`src/hdl/plis_pkg.sv`:
```
`default_nettype none
package plis_pkg;

  localparam int unsigned LABEL_W  = 8;
  localparam int unsigned GREY_W   = 16;
  localparam int unsigned SQUARE_W = 2 * GREY_W;
  localparam int unsigned COUNT_W  = 33;
  localparam int unsigned SUM_W    = 48;
  localparam int unsigned SQ_W     = 62;

  // queue between front and back, power of two
  localparam int unsigned QUEUE_DEPTH = 2;

  localparam logic OP_ACCUM = 1'b0;
  localparam logic OP_READ  = 1'b1;

  // one classified item on its way to the back end
  typedef struct packed {
    logic                       op;
    logic                       hit;
    logic [LABEL_W-1:0]         label;
    logic signed [GREY_W-1:0]   grey;
    logic [SQUARE_W-1:0]        square;
  } item_t;

  // one row of the label table
  typedef struct packed {
    logic [COUNT_W-1:0] count;
    logic [SUM_W-1:0]   sum;
    logic [SQ_W-1:0]    sq_sum;
  } entry_t;

endpackage
`default_nettype wire

```
`src/hdl/plis_front.sv`:
```
`default_nettype none
module plis_front #(
  parameter int unsigned LABEL_COUNT = 256,
  parameter int unsigned GREY_BITS   = 16
) (
  input  wire logic                                in_valid_i,
  output logic                                     in_ready_o,
  input  wire logic                                op_i,
  input  wire logic [plis_pkg::LABEL_W-1:0]        label_i,
  input  wire logic signed [plis_pkg::GREY_W-1:0]  grey_i,
  input  wire logic                                q_full_i,
  output logic                                     push_o,
  output plis_pkg::item_t                          item_o
);

  localparam int unsigned PAD = plis_pkg::GREY_W - GREY_BITS;

  logic signed [plis_pkg::GREY_W-1:0]   grey_ext;
  logic signed [plis_pkg::SQUARE_W-1:0] product;

  // keep the low GREY_BITS bits, sign-extend from there
  assign grey_ext = (grey_i <<< PAD) >>> PAD;
  assign product  = grey_ext * grey_ext;

  assign in_ready_o = !q_full_i;
  assign push_o     = in_valid_i && !q_full_i;

  always_comb begin
    item_o.op     = op_i;
    item_o.hit    = (32'(label_i) < LABEL_COUNT);
    item_o.label  = label_i;
    item_o.grey   = grey_ext;
    item_o.square = unsigned'(product);
  end

endmodule
`default_nettype wire

```
`config.mk`:
```
export PLATFORM = sky130hd
export DESIGN_NAME = plis_front
export DESIGN_NICKNAME = d
export VERILOG_FILES = /design/src/hdl/plis_pkg.sv /design/src/hdl/plis_front.sv
export SDC_FILE = /design/constraint.sdc
export NUM_CORES = 1
export LEC_CHECK = 0
export BUFFER_PORTS_ARGS = -buffer_cell sky130_fd_sc_hd__buf_2
export CORE_MARGIN = 1.5
export CORE_UTILIZATION = 36
export DETAILED_ROUTE_END_ITERATION = 10
export REMOVE_ABC_BUFFERS = 1
export SYNTH_ARGS = -nofsm -noshare
export SYNTH_HDL_FRONTEND = slang
export SYNTH_SLANG_ARGS = --single-unit
```
`constraint.sdc`:
```
create_clock -name vclk -period 14.1
set_input_delay 1.41 -clock vclk [all_inputs]
set_output_delay 1.41 -clock vclk [all_outputs]
set_load 0.005 [all_outputs]
```
==> impl_metrics.json <==
{
  "outcome": "completed",
  "groute.usage.overall_pct": 15.2,
  "synth_area_leaders": "fa_1, inv_1, ha_1, nand2_1, xnor2_1",
  "overflow": 0,
  "syn_avg_cell_area_um2": 9.05,
  "first_pass_iters": 4,
  "die_h_um": 163,
  "rows": 58,
  "crit_start": "grey_i[15]",
  "finalHoldViolations": 0,
  "grt_pass1_vias": 6675,
  "start_util_pct": 36.7,
  "drt-wirelength-per-cell_um": 14.2,
  "cap_viol_max_count": 0,
  "ant_nets": 0,
  "stdcell_area_um2": 9660,
  "drt_wl_total_mm": 19.3,
  "first_iter_violations": 288,
  "cts_resized": 0,
  "area_growth_pct": 4.91,
  "timing.fmax_ghz": 0.101,
  "synth_top_area_share_pct": 50.7,
  "worst_slack_ns": 4.19,
  "core_um2": 25100,
  "critPathMaxFanout": 20,
  "nFlopsAndLatches": 0,
  "diodes": 0,
  "maxSlewHeadroom_pct": 62.7,
  "ys_types": 52,
  "end_kind": "primary output",
  "die_width_um": 163,
  "setup_tns_ns": 0,
  "rsz0062_at_grt": "no",
  "fin_crit_ns": 9.91,
  "arrival_ns": 8.50,
  "slew_viol_final": 0,
  "cts-hold-fix-buffers": 0,
  "drc_errors": 0,
  "die_area_um2": 26500,
  "dpl_worst_slack_ns": 4.24,
  "seq_area_frac_synth_pct": 0,
  "ioPinCount": 87,
  "final-setup-viol-count": 0,
  "cp-start-kind": "input pin",
  "grt_max_degree": 24,
  "final-seq-area_um2": 0,
  "antenna_found_initial": 0,
  "crit_type": "input pin to primary output",
  "drive_above_1_share_pct": 8.03,
  "port_buffers": 67,
  "postCtsSetupRepairBufs": 0,
  "viasPerCell": 4.66,
  "fin_nets": 1384,
  "synth_top_area_cell": "fa_1",
  "critPathRequiredTime_ns": 12.69,
  "syn-instance-count": 1017,
  "n_clock_buffer": 0,
  "placed_area_um2": 9660,
  "tightest_slew_ns": 0.553,
  "fin_crit_sh_pct": 70.3,
  "yosysWarnings": 0,
  "grt_pass1_wl_mm": 32.3,
  "fin_util_pct": 38.5,
  "syn-cell-area_um2": 9210,
  "hold_path_class": "input pin to primary output",
  "dr_total_vias": 6345,
  "crit_path_end": "item_o[31]",
  "dp_hpwl_mm": 16.7,
  "gp_congestion": 0.839
}
==> worst max-delay path: stages <==
cell	delay, ns
buf_2	0.33
inv_1	0.36
nor2_1	0.33
fa_1	0.60
fa_1	0.91
inv_1	0.12
fa_1	0.43
fa_1	0.55
inv_1	0.06
fa_1	0.53
inv_1	0.05
fa_1	0.47
inv_1	0.04
ha_1	0.38
nand3_1	0.13
a2111o_1	0.35
o21ai_0	0.34
a31oi_1	0.20
a21oi_1	0.34
nor4_1	0.09
or3_1	0.34
buf_2	0.13
==> layout by cell type (no fill, tap or decap), types with 2 or more instances in the layout <==
cell        n
a31oi_1     5
nor3_1      3
a21oi_1    26
buf_2      67
nand2_1    81
and2_1     43
o21ai_0     8
and3_1      4
nor2_1     27
ha_1       89
nor3b_1     2
a2111o_1    3
or2_2       3
nand2b_1    4
xor2_1      9
and4_1      2
nand3_1     6
a31o_2      7
a21o_1      5
or3_1       2
nor2b_1     6
inv_1     328
conb_1      2
o21bai_1    4
o21a_1      2
o211ai_1    3
xnor2_1    34
a211oi_1    4
fa_1      233
==> synthesized netlist by cell type, drive strengths merged, types with 4 or more instances <==
cell type	number
o21ai	10
clkbuf	22
and2	43
a31o	7
nand3	6
nand2b	4
nand2	81
a21oi	26
a31oi	5
and3	4
a211oi	4
fa	233
o21bai	4
ha	89
xnor2	34
nor2	27
inv	328
nor2b	6
buf	29
a21o	5
xor2	9
==> cells by family (layout without fill, tap and decap cells) <==
| kind of cell | Yosys count | after routing | share of synthesized area, % |
|---|---|---|---|
| adders and majority gates | 322 | 322 | 62.8 |
| other | 2 | 2 | 0.0816 |
| xor gates and xnor gates | 43 | 43 | 4.09 |
| AOI/OAI and AO/OA | 80 | 80 | 6.32 |
| and+or+nand+nor | 190 | 190 | 10.1 |
| muxes | 1 | 1 | 0.109 |
| buffers and inverters | 379 | 395 | 16.6 |
==> metal layers <==
layer / share of wire, % / track usage (%)
met5: 0 / 0
met4: 0.89 / 1.21
met3: 4.1 / 0.535
met2: 51 / 27.8
met1: 44 / 20.8
==> final cells by class <==
class	count	area [um^2]
fill	2626	15400
multi-input combinational	638	7680
inverter	328	1230
tap	330	413
timing repair buffer	67	335
==> how the worst min path moves through the flow <==
stage	start	to	slack [ns]	cells after the start
floorplan	grey_i[0]	item_o[0]	2.82	0
global placement	label_i[0]	item_o[48]	2.82	0
detailed placement	label_i[0]	item_o[48]	2.82	0
CTS	label_i[0]	item_o[48]	2.82	0
global route	label_i[0]	item_o[48]	2.82	0
finish	label_i[0]	item_o[48]	2.82	0
==> metrics by stage <==
step	hold WS, ns	std cells
finish	2.82	1363
global route	2.82	1363
CTS	2.82	1363
detailed placement	2.82	1363
global placement	2.82	1363
floorplan	2.82	966
Power is left out: the tool's default activity adds up to more than one toggle a clock period on the data nets, which glitch-free logic cannot reach.
