===== src/hdl/plis_pkg.sv =====
`default_nettype none
package plis_pkg;

  localparam int unsigned LABEL_W  = 8;
  localparam int unsigned GREY_W   = 16;
  localparam int unsigned SQUARE_W = 2 * GREY_W;
  localparam int unsigned COUNT_W  = 33;
  localparam int unsigned SUM_W    = 48;
  localparam int unsigned SQ_W     = 62;

  // queue between front and back, power of two
  localparam int unsigned QUEUE_DEPTH = 2;

  localparam logic OP_ACCUM = 1'b0;
  localparam logic OP_READ  = 1'b1;

  // one classified item on its way to the back end
  typedef struct packed {
    logic                       op;
    logic                       hit;
    logic [LABEL_W-1:0]         label;
    logic signed [GREY_W-1:0]   grey;
    logic [SQUARE_W-1:0]        square;
  } item_t;

  // one row of the label table
  typedef struct packed {
    logic [COUNT_W-1:0] count;
    logic [SUM_W-1:0]   sum;
    logic [SQ_W-1:0]    sq_sum;
  } entry_t;

endpackage
`default_nettype wire


===== src/hdl/plis_queue.sv =====
`default_nettype none
module plis_queue (
  input  wire logic            clk_i,
  input  wire logic            rst_ni,
  input  wire logic            push_i,
  input  wire plis_pkg::item_t item_i,
  output logic                 full_o,
  output logic                 valid_o,
  input  wire logic            pop_i,
  output plis_pkg::item_t      item_o
);

  localparam int unsigned PTR_W = $clog2(plis_pkg::QUEUE_DEPTH);

  plis_pkg::item_t   slot_q [plis_pkg::QUEUE_DEPTH];
  logic [PTR_W-1:0]  wr_q, wr_d, rd_q, rd_d;
  logic [PTR_W:0]    cnt_q, cnt_d;
  logic              do_push, do_pop;

  assign full_o  = (cnt_q == (PTR_W+1)'(plis_pkg::QUEUE_DEPTH));
  assign valid_o = (cnt_q != '0);
  assign item_o  = slot_q[rd_q];
  assign do_push = push_i && !full_o;
  assign do_pop  = pop_i && valid_o;

  always_comb begin
    wr_d  = wr_q + PTR_W'(do_push);
    rd_d  = rd_q + PTR_W'(do_pop);
    cnt_d = cnt_q + (PTR_W+1)'(do_push) - (PTR_W+1)'(do_pop);
  end

  always_ff @(posedge clk_i or negedge rst_ni) begin
    if (!rst_ni) begin
      wr_q  <= '0;
      rd_q  <= '0;
      cnt_q <= '0;
    end else begin
      wr_q  <= wr_d;
      rd_q  <= rd_d;
      cnt_q <= cnt_d;
    end
  end

  always_ff @(posedge clk_i) begin
    if (do_push) begin
      slot_q[wr_q] <= item_i;
    end
  end

endmodule
`default_nettype wire


===== config.mk =====
export PLATFORM = sky130hd
export DESIGN_NAME = plis_queue
export DESIGN_NICKNAME = d
export VERILOG_FILES = /design/src/hdl/plis_pkg.sv /design/src/hdl/plis_queue.sv
export SDC_FILE = /design/constraint.sdc
export NUM_CORES = 1
export LEC_CHECK = 0
export BUFFER_PORTS_ARGS = -buffer_cell sky130_fd_sc_hd__buf_2
export CORE_MARGIN = 10
export CORE_UTILIZATION = 40
export CTS_CLUSTER_DIAMETER = 120
export CTS_CLUSTER_SIZE = 25
export DETAILED_ROUTE_END_ITERATION = 10
export GPL_ROUTABILITY_DRIVEN = 1
export PLACE_DENSITY_LB_ADDON = 0.2
export SYNTH_ARGS = -nofsm -noshare
export SYNTH_HDL_FRONTEND = slang
export SYNTH_SLANG_ARGS = --single-unit

===== constraint.sdc =====
create_clock -name clk_i -period 5.65 [get_ports clk_i]
set_input_delay 0.565 -clock clk_i [delete_from_list [all_inputs] [get_ports clk_i]]
set_output_delay 0.565 -clock clk_i [all_outputs]
set_load 0.01 [all_outputs]

==> flow_summary.rst <==
.. list-table::
   :header-rows: 1

   * - Metric
     - Value
   * - CTS clk-pin slew, worst paths
     - 60 ps
   * - Library cell occupying the most area in the post-synthesis netlist
     - edfxtp_1
   * - Maximum cell stage delay along the critical path
     - 800 ps
   * - Adder and majority cell fraction of the synthesized area
     - 0.0112
   * - Core region area
     - 10900 sq um
   * - Vias after detailed routing
     - 2248
   * - Count of warnings emitted by yosys
     - 0
   * - Antenna violations before repair
     - 0
   * - Number of flops mapped to enable cells by yosys
     - 116
   * - Pin count of the biggest net entering global routing
     - 37
   * - Run status
     - completed
   * - Worst reg-to-reg path cell count
     - 4
   * - Cell Pwr Density
     - 550 nW/um^2
   * - Ant. Diodes
     - 0
   * - Number of detailed-route iterations in the first pass
     - 4
   * - Die Ht
     - 126 um
   * - Starting density of the core
     - 0.409
   * - Max transition margin
     - 0.370
   * - Maximum fanout count along the critical path
     - 31
   * - Initial DRC count
     - 87
   * - Clk Tree Root Cell
     - clkbuf_8
   * - Final Hold Fails
     - 0
   * - Fraction of synthesized area in multiplexers
     - 0.155
   * - Clk Latency, worst-skew pair
     - 500 ps
   * - Slowest cell on crit path
     - dfrtp_2
   * - Setup TNS
     - 0 ps
   * - Fraction of post-synthesis cell area in the top cell type by area
     - 0.782
   * - Overall fraction of global-route tracks in use
     - 0.113
   * - IO buf count
     - 121
   * - Number of top-level pins
     - 122
   * - TritonCTS clock tree
     - done
   * - Cell count after synthesis
     - 201
   * - Antenna violation net count after detailed routing
     - 0
   * - Final slew viol count
     - 0
   * - Distinct cells, synth
     - 16
   * - Drt via density
     - 4.59
   * - Post-synthesis sequential area ratio
     - 0.805
   * - Layout fillers
     - 892
   * - Row cnt
     - 38
   * - Setup crit end kind
     - primary output
   * - Critical path launch point type
     - flip-flop
   * - Area delta synth->final
     - 30.1%
   * - Share of the synthesized area in compound gates (AO/OA/AOI/OAI)
     - 0.00169
   * - Final min period
     - 2960 ps
   * - Number of nets in the layout
     - 404
   * - Buffer levels on the longest clock path
     - 2
   * - Pwr Total
     - 3.19 mW
   * - Ratio of final minimum period to clock period
     - 0.524
   * - Sequential cell area
     - 3580 sq um
   * - Core Util, Final
     - 0.532
   * - Max IR drop VDD
     - 0.000290 V
   * - Number of max-capacitance violations reported
     - 0
   * - Placer's final routability congestion estimate
     - 0.685
   * - Prevailing post-synth register cell
     - edfxtp_1
   * - Data required time at the worst endpoint
     - 5090 ps
   * - Overall die area
     - 15800 sq um
   * - DRC violation count after routing
     - 0
   * - Most instantiated library cell after synthesis
     - edfxtp_1
   * - Number of clock sinks
     - 120
   * - Global-route wire length before repair
     - 13800 um
   * - Slew of the pin with the lowest slew margin
     - 945 ps
   * - Mean cell area of the mapped netlist
     - 22.2 sq um
   * - Data arrival time of the worst path
     - 2390 ps
   * - Post-synth net total
     - 267
   * - Wirelength per Cell
     - 17.2 um
   * - Overall die width
     - 126 um
   * - # H-tree levels
     - 4
   * - Final setup skew
     - 8.75 ps
   * - Min-Delay Path Class
     - primary input to flip-flop
   * - Cell area after technology mapping
     - 4450 sq um
   * - Combinational family with the most area after synthesis
     - multiplexers
   * - Setup violations, final
     - 0
   * - Post-synthesis share of cell area spent on and, or, nand and nor gates
     - 0.00506
   * - WS Path Type
     - flip-flop to primary output
   * - Final global-route overflow total
     - 0
   * - Area occupied by multi-input gates
     - 802 sq um
   * - Via count of the first global-routing pass
     - 2629
   * - Setup bufs post-CTS
     - 0
   * - Total clock buffers created by CTS
     - 17
   * - Most used standard cells in the synthesized netlist
     - edfxtp_1 (116), mux2_2 (48), mux2_4 (10)
   * - Critical-path cell list
     - buf_4 > mux2_2 > buf_2
   * - Worst hold slack across all endpoints
     - 250 ps
   * - Proportion of synthesized flip-flops having asynchronous set or reset
     - 0.0333
   * - Post-CTS resize count
     - 0
   * - Post-Route WL
     - 8420 um
   * - Leakage power summed over all cells
     - 2.24 nW
   * - Half-perimeter wire length of the detailed placement result
     - 5740 um
   * - Xor/xnor cell area share of the yosys netlist
     - 0.00590
   * - Fraction of final layout cells with drive strength greater than 1
     - 0.606
   * - RSZ-0062 raised after global routing
     - false
   * - Number of synthesized register bits
     - 120
   * - Number of cells on the worst hold path
     - 1
   * - Maximum clock frequency
     - 0.338 GHz
   * - Main area contributors after synthesis
     - edfxtp_1 (78%), mux2_2 (12%), mux2_4 (3.4%)
==> path summary, 6_finish.rpt <==
check	startpoint	end	slack [ps]
setup / recovery	rd_q	item_o[57]	2690
hold / removal	item_i[5]	slot_q[0][5]	250
setup reg to reg	cnt_q[0]	slot_q[1][37]	3310
hold reg to reg	cnt_q[1]	cnt_q[1]	530
max in group asynchronous	rst_ni	rd_q	5110
min in group asynchronous	rst_ni	wr_q	400
==> repair_timing <==
item / 4_1_cts / 5_1_grt
setup endpoints to repair: 0 / 0
hold endpoints to repair: 4 / 0
hold buffers: 1 / 0
==> through the flow <==
| step | setup slack, ps | std cells | cell area (sq um) |
|---|---|---|---|
| after floorplan | 3110 | 201 | 4450 |
| after global routing | 2500 | 490 | 5800 |
| after global placement | 3130 | 458 | 5200 |
| final | 2690 | 490 | 5800 |
| after CTS | 2580 | 490 | 5800 |
| after detailed placement | 3120 | 458 | 5200 |
==> sequential cells by signal, summed over array words and instances (netlist names) <==
signal and cells:
wr_q 1, slot_q 116, rd_q 1, cnt_q 2
==> report_power, final <==
| part | switching [mW] | leakage (nW) | internal, mW | total [mW] |
|---|---|---|---|---|
| logic | 0.425 | 0.839 | 0.399 | 0.823 |
| clock network | 0.351 | 0.283 | 0.706 | 1.06 |
| registers | 0.0848 | 1.12 | 1.22 | 1.31 |
==> layout make-up <==
| type | instances | area share |
|---|---|---|
| inverter | 4 | 0.00259 |
| sequential | 120 | 0.619 |
| timing repair buffer | 125 | 0.110 |
| multi-input combinational | 70 | 0.138 |
| clock buffer | 20 | 0.0734 |
| tap | 140 | 0.0302 |
| clock inverter | 11 | 0.0268 |
==> cells in the final DEF, fill, tap and decap left out, drive strengths merged <==
cell type and count:
clkinv 6, xnor2 2, clkbuf 20, or2 1, o21a 1, buf 124
dfrtp 4, edfxtp 116, mux2 58, inv 4, and2 1, dlygate4sd3 1
nand2b 1, bufinv 4, ha 4, xor2 1, nand2 1, clkinvlp 1
==> routing by layer <==
layer,routed length [um],global-route usage,vias up
li1,-,-,1062
met1,3530,0.127,1084
met2,4020,0.176,93
met3,774,0.0587,9
met4,94,0.0488,0
met5,0,0,-
==> worst max-delay path, delay by kind of cell, from the launching register on <==
family	cells	cell delay, ps
buffers and inverters	2	670
flip-flops	1	800
multiplexers	1	400
==> logic make-up (layout without fill, tap and decap cells) <==
| logic type | after synthesis | count (layout) |
|---|---|---|
| buffers and inverters | 11 | 160 |
| adders and majority gates | 4 | 4 |
| DFF | 120 | 120 |
| and+or+nand+nor | 4 | 4 |
| AOI/OAI and AO/OA | 1 | 1 |
| muxes | 58 | 58 |
| xor gates and xnor gates | 3 | 3 |
Power figures use the tool's default switching activity.
